==> src/rtl/bdfd_pkg.sv <==
// ============================================================================
// Block delta frame decoder package
// Shared types, codes and default constants of the block delta frame decoder.
// ============================================================================
package bdfd_pkg;

    localparam int DEF_FRAME_PIXELS = 65536;
    localparam int DEF_MAX_BLOCK    = 16;

    localparam logic [4:0]  RST_BLOCK_SIZE   = 5'd8;
    localparam logic [12:0] RST_FRAME_WIDTH  = 13'd256;
    localparam logic [12:0] RST_FRAME_HEIGHT = 13'd256;

    localparam int IDX_W = 16;

    typedef enum logic [1:0] {
        MODE_LOAD  = 2'd0,
        MODE_DELTA = 2'd1,
        MODE_READ  = 2'd2,
        MODE_NONE  = 2'd3
    } mode_t;

    typedef enum logic [1:0] {
        CFG_BLOCK_SIZE   = 2'd0,
        CFG_FRAME_WIDTH  = 2'd1,
        CFG_FRAME_HEIGHT = 2'd2,
        CFG_UNUSED       = 2'd3
    } cfg_index_t;

    typedef enum logic [2:0] {
        PH_CNT_LO,
        PH_CNT_HI,
        PH_IDX_LO,
        PH_IDX_HI,
        PH_PIX
    } phase_t;

    typedef enum logic [2:0] {
        ST_IDLE,
        ST_READ,
        ST_GW_GO,
        ST_GW_WAIT,
        ST_IDX_GO,
        ST_IDX_WAIT,
        ST_MUL,
        ST_DONE
    } state_t;

    typedef struct packed {
        logic [4:0]  block_size;
        logic [12:0] frame_width;
        logic [12:0] frame_height;
    } cfg_t;

    typedef struct packed {
        logic [7:0] read_data;
        logic       delta_done;
        logic       bad_block;
    } res_t;

endpackage

==> src/rtl/bdfd_div.sv <==
// ============================================================================
// Block delta frame decoder divider
// Restoring divider that produces one quotient bit per cycle.
// ============================================================================
module bdfd_div #(
    parameter int W = bdfd_pkg::IDX_W
) (
    input  logic         clk,
    input  logic         rst_n,
    input  logic         start,
    input  logic [W-1:0] numerator,
    input  logic [W-1:0] divisor,
    output logic         done,
    output logic [W-1:0] quotient,
    output logic [W-1:0] remainder
);

    localparam int CW = $clog2(W + 1);

    logic          busy_reg;
    logic          busy_next;
    logic          done_reg;
    logic          done_next;
    logic [CW-1:0] cnt_reg;
    logic [CW-1:0] cnt_next;
    logic [W-1:0]  quo_reg;
    logic [W-1:0]  quo_next;
    logic [W-1:0]  rem_reg;
    logic [W-1:0]  rem_next;
    logic [W-1:0]  den_reg;
    logic [W-1:0]  den_next;
    logic [W:0]    trial;
    logic [W:0]    diff;

    assign trial = {rem_reg, quo_reg[W-1]};
    assign diff  = trial - {1'b0, den_reg};

    always_comb
    begin
        busy_next = busy_reg;
        done_next = 1'b0;
        cnt_next  = cnt_reg;
        quo_next  = quo_reg;
        rem_next  = rem_reg;
        den_next  = den_reg;
        if (start)
        begin
            busy_next = 1'b1;
            cnt_next  = CW'(W);
            quo_next  = numerator;
            rem_next  = '0;
            den_next  = divisor;
        end
        else if (busy_reg)
        begin
            if (!diff[W])
            begin
                rem_next = diff[W-1:0];
                quo_next = {quo_reg[W-2:0], 1'b1};
            end
            else
            begin
                rem_next = trial[W-1:0];
                quo_next = {quo_reg[W-2:0], 1'b0};
            end
            cnt_next = cnt_reg - CW'(1);
            if (cnt_reg == CW'(1))
            begin
                busy_next = 1'b0;
                done_next = 1'b1;
            end
        end
    end

    always_ff @(posedge clk or negedge rst_n)
    begin
        if (!rst_n)
        begin
            busy_reg <= 1'b0;
            done_reg <= 1'b0;
            cnt_reg  <= '0;
        end
        else
        begin
            busy_reg <= busy_next;
            done_reg <= done_next;
            cnt_reg  <= cnt_next;
        end
    end

    always_ff @(posedge clk)
    begin
        quo_reg <= quo_next;
        rem_reg <= rem_next;
        den_reg <= den_next;
    end

    assign done      = done_reg;
    assign quotient  = quo_reg;
    assign remainder = rem_reg;

endmodule

==> src/rtl/bdfd_ctrl.sv <==
// ============================================================================
// Block delta frame decoder control
// Delta stream parser, block header address calculation and item sequencing.
// ============================================================================
module bdfd_ctrl #(
    parameter int AW        = 16,
    parameter int MAX_BLOCK = bdfd_pkg::DEF_MAX_BLOCK
) (
    input  logic               clk,
    input  logic               rst_n,
    input  bdfd_pkg::cfg_t     cfg,
    input  logic               in_valid,
    output logic               in_stall,
    input  logic [1:0]         mode,
    input  logic [7:0]         data_byte,
    input  logic [15:0]        pixel_address,
    input  logic               out_free,
    output logic               res_valid,
    output bdfd_pkg::res_t     res,
    output logic               mem_we,
    output logic               mem_re,
    output logic [AW-1:0]      mem_addr,
    output logic [7:0]         mem_wdata,
    input  logic [7:0]         mem_rdata
);

    localparam int BSW = $clog2(MAX_BLOCK + 1);
    localparam int BYW = bdfd_pkg::IDX_W + BSW;

    bdfd_pkg::state_t state_reg;
    bdfd_pkg::state_t state_next;
    bdfd_pkg::phase_t phase_reg;
    bdfd_pkg::phase_t phase_next;
    bdfd_pkg::res_t   res_reg;
    bdfd_pkg::res_t   res_next;

    logic [15:0]    blocks_reg;
    logic [15:0]    blocks_next;
    logic [15:0]    blocks_dec;
    logic [7:0]     held_reg;
    logic [7:0]     held_next;
    logic [BSW-1:0] row_reg;
    logic [BSW-1:0] row_next;
    logic [BSW-1:0] col_reg;
    logic [BSW-1:0] col_next;
    logic [AW-1:0]  base_reg;
    logic [AW-1:0]  base_next;
    logic           grid_reg;
    logic           grid_next;
    logic [15:0]    idx_reg;
    logic [15:0]    idx_next;
    logic [BYW-1:0] bybs_reg;
    logic [BYW-1:0] bybs_next;
    logic [BYW-1:0] bxbs_reg;
    logic [BYW-1:0] bxbs_next;

    logic [BSW-1:0] bs;
    logic           accept;
    logic           col_end;
    logic           row_end;
    logic           div_start;
    logic [15:0]    div_num;
    logic [15:0]    div_den;
    logic           div_done;
    logic [15:0]    div_q;
    logic [15:0]    div_r;

    bdfd_div #(
        .W(bdfd_pkg::IDX_W)
    ) u_div (
        .clk       (clk),
        .rst_n     (rst_n),
        .start     (div_start),
        .numerator (div_num),
        .divisor   (div_den),
        .done      (div_done),
        .quotient  (div_q),
        .remainder (div_r)
    );

    always_comb
    begin
        if (cfg.block_size == 5'd0)
        begin
            bs = BSW'(1);
        end
        else if (int'(cfg.block_size) > MAX_BLOCK)
        begin
            bs = BSW'(MAX_BLOCK);
        end
        else
        begin
            bs = BSW'(cfg.block_size);
        end
    end

    assign in_stall   = (state_reg != bdfd_pkg::ST_IDLE);
    assign accept     = in_valid && (state_reg == bdfd_pkg::ST_IDLE);
    assign col_end    = ((BSW + 1)'(col_reg) + (BSW + 1)'(1)) >= (BSW + 1)'(bs);
    assign row_end    = ((BSW + 1)'(row_reg) + (BSW + 1)'(1)) >= (BSW + 1)'(bs);
    assign blocks_dec = blocks_reg - 16'd1;
    assign mem_wdata  = data_byte;
    assign div_start  = (state_reg == bdfd_pkg::ST_GW_GO)
                     || (state_reg == bdfd_pkg::ST_IDX_GO);
    assign div_num    = (state_reg == bdfd_pkg::ST_GW_GO) ? 16'(cfg.frame_width) : idx_reg;
    assign div_den    = (state_reg == bdfd_pkg::ST_GW_GO) ? 16'(bs) : div_q;

    always_comb
    begin
        state_next  = state_reg;
        phase_next  = phase_reg;
        res_next    = res_reg;
        blocks_next = blocks_reg;
        held_next   = held_reg;
        row_next    = row_reg;
        col_next    = col_reg;
        base_next   = base_reg;
        grid_next   = grid_reg;
        idx_next    = idx_reg;
        bybs_next   = bybs_reg;
        bxbs_next   = bxbs_reg;
        mem_we      = 1'b0;
        mem_re      = 1'b0;
        mem_addr    = AW'(pixel_address);
        res_valid   = 1'b0;
        case (state_reg)
            bdfd_pkg::ST_IDLE:
            begin
                if (accept)
                begin
                    res_next   = '0;
                    state_next = bdfd_pkg::ST_DONE;
                    case (bdfd_pkg::mode_t'(mode))
                        bdfd_pkg::MODE_LOAD:
                        begin
                            mem_we      = 1'b1;
                            phase_next  = bdfd_pkg::PH_CNT_LO;
                            blocks_next = '0;
                            held_next   = '0;
                            row_next    = '0;
                            col_next    = '0;
                            base_next   = '0;
                            grid_next   = 1'b0;
                        end
                        bdfd_pkg::MODE_READ:
                        begin
                            mem_re     = 1'b1;
                            state_next = bdfd_pkg::ST_READ;
                        end
                        bdfd_pkg::MODE_DELTA:
                        begin
                            case (phase_reg)
                                bdfd_pkg::PH_CNT_LO:
                                begin
                                    held_next  = data_byte;
                                    phase_next = bdfd_pkg::PH_CNT_HI;
                                end
                                bdfd_pkg::PH_CNT_HI:
                                begin
                                    blocks_next = {data_byte, held_reg};
                                    if ({data_byte, held_reg} == 16'd0)
                                    begin
                                        res_next.delta_done = 1'b1;
                                        phase_next          = bdfd_pkg::PH_CNT_LO;
                                    end
                                    else
                                    begin
                                        phase_next = bdfd_pkg::PH_IDX_LO;
                                    end
                                end
                                bdfd_pkg::PH_IDX_LO:
                                begin
                                    held_next  = data_byte;
                                    phase_next = bdfd_pkg::PH_IDX_HI;
                                end
                                bdfd_pkg::PH_IDX_HI:
                                begin
                                    idx_next   = {data_byte, held_reg};
                                    state_next = bdfd_pkg::ST_GW_GO;
                                end
                                bdfd_pkg::PH_PIX:
                                begin
                                    mem_we   = grid_reg;
                                    mem_addr = base_reg + AW'(col_reg);
                                    if (col_end)
                                    begin
                                        col_next  = '0;
                                        base_next = base_reg + AW'(cfg.frame_width);
                                        if (row_end)
                                        begin
                                            row_next    = '0;
                                            blocks_next = blocks_dec;
                                            if (blocks_dec == 16'd0)
                                            begin
                                                res_next.delta_done = 1'b1;
                                                phase_next = bdfd_pkg::PH_CNT_LO;
                                            end
                                            else
                                            begin
                                                phase_next = bdfd_pkg::PH_IDX_LO;
                                            end
                                        end
                                        else
                                        begin
                                            row_next = row_reg + BSW'(1);
                                        end
                                    end
                                    else
                                    begin
                                        col_next = col_reg + BSW'(1);
                                    end
                                end
                                default:
                                begin
                                    phase_next = bdfd_pkg::PH_CNT_LO;
                                end
                            endcase
                        end
                        default:
                        begin
                            res_next = '0;
                        end
                    endcase
                end
            end
            bdfd_pkg::ST_READ:
            begin
                res_next.read_data = mem_rdata;
                if (out_free)
                begin
                    res_valid  = 1'b1;
                    state_next = bdfd_pkg::ST_IDLE;
                end
                else
                begin
                    state_next = bdfd_pkg::ST_DONE;
                end
            end
            bdfd_pkg::ST_GW_GO:
            begin
                state_next = bdfd_pkg::ST_GW_WAIT;
            end
            bdfd_pkg::ST_GW_WAIT:
            begin
                if (div_done)
                begin
                    if (div_q == 16'd0)
                    begin
                        base_next          = '0;
                        grid_next          = 1'b0;
                        row_next           = '0;
                        col_next           = '0;
                        res_next.bad_block = 1'b1;
                        phase_next         = bdfd_pkg::PH_PIX;
                        state_next         = bdfd_pkg::ST_DONE;
                    end
                    else
                    begin
                        state_next = bdfd_pkg::ST_IDX_GO;
                    end
                end
            end
            bdfd_pkg::ST_IDX_GO:
            begin
                state_next = bdfd_pkg::ST_IDX_WAIT;
            end
            bdfd_pkg::ST_IDX_WAIT:
            begin
                if (div_done)
                begin
                    bybs_next  = BYW'(div_q) * BYW'(bs);
                    bxbs_next  = BYW'(div_r) * BYW'(bs);
                    state_next = bdfd_pkg::ST_MUL;
                end
            end
            bdfd_pkg::ST_MUL:
            begin
                row_next   = '0;
                col_next   = '0;
                phase_next = bdfd_pkg::PH_PIX;
                state_next = bdfd_pkg::ST_DONE;
                if (((BYW + 1)'(bybs_reg) + (BYW + 1)'(bs))
                    <= (BYW + 1)'(cfg.frame_height))
                begin
                    base_next = AW'(AW'(bybs_reg) * AW'(cfg.frame_width)) + AW'(bxbs_reg);
                    grid_next = 1'b1;
                end
                else
                begin
                    base_next          = '0;
                    grid_next          = 1'b0;
                    res_next.bad_block = 1'b1;
                end
            end
            bdfd_pkg::ST_DONE:
            begin
                if (out_free)
                begin
                    res_valid  = 1'b1;
                    state_next = bdfd_pkg::ST_IDLE;
                end
            end
            default:
            begin
                state_next = bdfd_pkg::ST_IDLE;
            end
        endcase
    end

    always_ff @(posedge clk or negedge rst_n)
    begin
        if (!rst_n)
        begin
            state_reg  <= bdfd_pkg::ST_IDLE;
            phase_reg  <= bdfd_pkg::PH_CNT_LO;
            blocks_reg <= '0;
            held_reg   <= '0;
            row_reg    <= '0;
            col_reg    <= '0;
            base_reg   <= '0;
            grid_reg   <= 1'b0;
        end
        else
        begin
            state_reg  <= state_next;
            phase_reg  <= phase_next;
            blocks_reg <= blocks_next;
            held_reg   <= held_next;
            row_reg    <= row_next;
            col_reg    <= col_next;
            base_reg   <= base_next;
            grid_reg   <= grid_next;
        end
    end

    always_ff @(posedge clk)
    begin
        res_reg  <= res_next;
        idx_reg  <= idx_next;
        bybs_reg <= bybs_next;
        bxbs_reg <= bxbs_next;
    end

    assign res = (state_reg == bdfd_pkg::ST_READ) ? res_next : res_reg;

endmodule

==> config.mk <==
export PLATFORM = sky130hd
export DESIGN_NAME = bdfd_ctrl
export DESIGN_NICKNAME = d
export VERILOG_FILES = /design/src/rtl/bdfd_pkg.sv /design/src/rtl/bdfd_div.sv /design/src/rtl/bdfd_ctrl.sv
export SDC_FILE = /design/constraint.sdc
export NUM_CORES = 1
export LEC_CHECK = 0
export BUFFER_PORTS_ARGS = -buffer_cell sky130_fd_sc_hd__buf_2
export CAP_MARGIN = 20
export CORE_MARGIN = 5
export CORE_UTILIZATION = 50
export DETAILED_ROUTE_END_ITERATION = 12
export GPL_ROUTABILITY_DRIVEN = 0
export GPL_TIMING_DRIVEN = 0
export PLACE_DENSITY = 0.66
export SYNTH_ARGS = -nofsm -noshare
export SYNTH_HDL_FRONTEND = slang
export SYNTH_SLANG_ARGS = --single-unit
==> constraint.sdc <==
create_clock -name clk -period 5.89 [get_ports clk]
set_clock_uncertainty 0.2 [all_clocks]
set_input_delay 0.2945 -clock clk [delete_from_list [all_inputs] [get_ports clk]]
set_output_delay 0.2945 -clock clk [all_outputs]
set_load 0.05 [all_outputs]
==> results_dict.tcl <==
set metrics [dict create \
    outcome "completed" \
    synth_area_leader_cell "fa_1" \
    regArea_um2 4670 \
    layout_common_cells "nand2_1 (265), inv_1 (256), fa_1 (172), ha_1 (156)" \
    crit_required_ns 6.02 \
    start_util 0.508 \
    dp_hpwl_um 40900 \
    final.setup.worst_slack_ns 0.0500 \
    internal-power_uw 5570 \
    synth_cell_types 76 \
    die_w_um 206 \
    ant_nets 0 \
    seq_power_share 0.215 \
    dieArea_um2 42400 \
    largest_reg_flops 21 \
    wl_um 52800 \
    cts_tree "yes" \
    startpoint_type "flip-flop" \
    grt_start_max_net_pins 65 \
    grt-ovfl-total 0 \
    synth.top_cells.by_area "fa_1 (18%), edfxtp_1 (13%), ha_1 (11%)" \
    ys.flop_type "edfxtp_1" \
    synth_top_area_share 0.181 \
    grt_pass1_wl_um 84000 \
    placed_area_um2 20400 \
    async_reset_ff_frac 0.366 \
    num-nets-final 2732 \
    cap_viol_max_count 0 \
    arrival_ns 5.97 \
    crit_type "flip-flop to flip-flop" \
    syn_avg_cell_area_um2 8.89 \
    fp-row-count 71 \
    rsz0062_at_grt "true" \
    clk_path_buf_depth 2 \
    path_max_fanout 5 \
    irDropWorstVdd_uv 416 \
    antenna_found_initial 0 \
    place_ws_ns -0.715 \
    clk_latency_ns 0.46 \
    core_um2 37800 \
    holdWs_ns 0.0457 \
    vias 16023 \
    drt-initial-drc-count 1197 \
    cts_root_buffer "clkbuf_16" \
    grt_util_all_layers 0.251 \
    synth_seq_cells 175 \
    clockPowerShare 0.111 \
    synth.cell_area_um2 19200 \
    io_buffers 106 \
    hold_viol_final 0 \
    maxSlewHeadroom 0.411 \
    fmax_mhz 171 \
    grt_pass1_vias 16027 \
    area_delta_synth_final_pct 12.7 \
    setup_viol 0 \
    clk_pin_slew_ns 0.08 \
    drv_slew 0 \
    hold_path.class "primary input to flip-flop" \
    syn_nets 2563 \
    fillerInstances 3412 \
    netSwitchingFraction 0.486 \
    first_pass_iters 5 \
    htreeDepth 4 \
    critPathCaptureType "flip-flop" \
    cts_sinks 175 \
    pin_count 107 \
    synth_warnings 0 \
    fin_crit_sh 0.992 \
    final_common_cell "nand2_1" \
    syn_inst 2158 \
    wire_per_inst_um 18.5 \
    power_density_nw_per_um2 501 \
    vias_per_cell 5.62 \
    drc 0 \
    switching_power_uw 5270 \
    multi_input_area_um2 13300 \
    combPwrFrac 0.674 \
    die_y_um 206 \
    power_leakage_uw 0.0101 \
    cts_buffers 17 \
    layout-drive-gt1-share 0.121 \
    period_needed_ns 5.84 \
    synth_edf_count 85 \
    ys_seq_area_frac 0.244 \
    design_area_um2 21600 \
    worstMarginPinSlew_ns 0.883 \
]
cell type report:
| cell class | count | area share |
|---|---|---|
| Antenna cell | 1 | 0.000116 |
| Buffer | 93 | 0.0208 |
| Clock buffer | 17 | 0.0197 |
| Clock inverter | 15 | 0.00897 |
| Inverter | 272 | 0.0472 |
| Multi-Input combinational cell | 1613 | 0.613 |
| Sequential cell | 175 | 0.216 |
| Tap cell | 511 | 0.0296 |
| Timing Repair Buffer | 155 | 0.0447 |
worst paths after layout:
check,startpoint,end,slack [ns],cells past startpoint
max in group asynchronous,rst_n,u_div.cnt_reg[2],4.60,2
min,out_free,state_reg[2],0.05,4
max,bybs_reg[6],base_reg[15],0.05,20
max reg2reg,bybs_reg[6],base_reg[15],0.05,20
min in group asynchronous,rst_n,base_reg[7],0.28,2
min reg2reg,res_reg[8],res_reg[8],0.28,1
metrics by stage:
stage | setup TNS (ns) | cells | utilization | power, uW
6_report | 0 | 2852 | 0.573 | 10800
5_1_grt | -0.103 | 2851 | 0.573 | 11800
4_1_cts | -0.110 | 2835 | 0.566 | 10600
3_5_place_dp | -8.93 | 2776 | 0.540 | 9150
3_3_place_gp | -7.72 | 2775 | 0.539 | 9000
2_1_floorplan | 0 | 2158 | - | 7430
cell usage after synthesis (14+ instances only):
cell / instances
nand3_1: 22
nor4_1: 15
nand2b_1: 17
xor2_1: 36
nor2_1: 120
xnor2_1: 96
nand2_1: 267
nor2b_1: 33
edfxtp_1: 85
a21o_1: 28
mux2_2: 17
o31ai_1: 23
o21bai_1: 14
fa_1: 173
ha_1: 163
clkbuf_1: 67
nor3_1: 43
a21oi_1: 93
dfrtp_1: 64
o21a_1: 18
a22o_1: 15
inv_1: 270
nand4_1: 14
and3_1: 14
o21ai_0: 110
mux2i_1: 15
dfxtp_1: 26
and2_1: 126
metal layers:
metal,global-route usage,wire (um),vias up,part of all wire
met2,0.409,25000,518,0.47
met5,0,0,-,0
met4,0.0941,1770,0,0.033
met3,0.0424,3320,88,0.063
met1,0.340,22700,7869,0.43
li1,-,-,7548,-
worst max-delay path: stages, from the launching register on:
cell,delay (ns)
edfxtp_1,0.52
buf_6,0.18
and2_4,0.13
fa_1,0.51
inv_2,0.04
fa_1,0.51
inv_1,0.06
fa_1,0.53
ha_4,0.22
fa_1,0.48
inv_1,0.05
fa_1,0.49
inv_2,0.05
ha_4,0.16
or3_4,0.33
o211ai_1,0.28
a31oi_2,0.18
a21o_1,0.20
a21oi_2,0.19
xnor2_2,0.12
a221o_1,0.31
kinds of logic (layout without fill, tap and decap cells):
group / count (synthesis) / count (layout) / share of synthesized area
buffers and inverters: 370 / 552 / 0.0753
DFF: 175 / 175 / 0.244
adders and majority gates: 336 / 336 / 0.287
xor gates and xnor gates: 132 / 132 / 0.0603
and+or+nand+nor: 711 / 711 / 0.181
AOI/OAI and AO/OA: 402 / 402 / 0.135
muxes: 32 / 32 / 0.0178
other: 0 / 1 / 0
repair_timing:
item                                   in CTS  in global routing
gates cloned                                0                  0
buffers inserted                           12                 19
hold buffers                               17                  0
resized for setup                          23                 59
endpoints found under the hold margin      88                  0
pin swaps                                   9                 52
setup endpoints to repair                  12                 15
power by group through the flow:
stage | combinational, uW | clock (uW) | sequential, uW
floorplan | 5330 | 0 | 2100
global placement | 6690 | 0 | 2320
detailed placement | 6820 | 0 | 2330
CTS | 7070 | 1210 | 2310
global route | 8140 | 1270 | 2360
finish | 7310 | 1200 | 2330
Note: power is estimated with default switching activity, not from simulation.
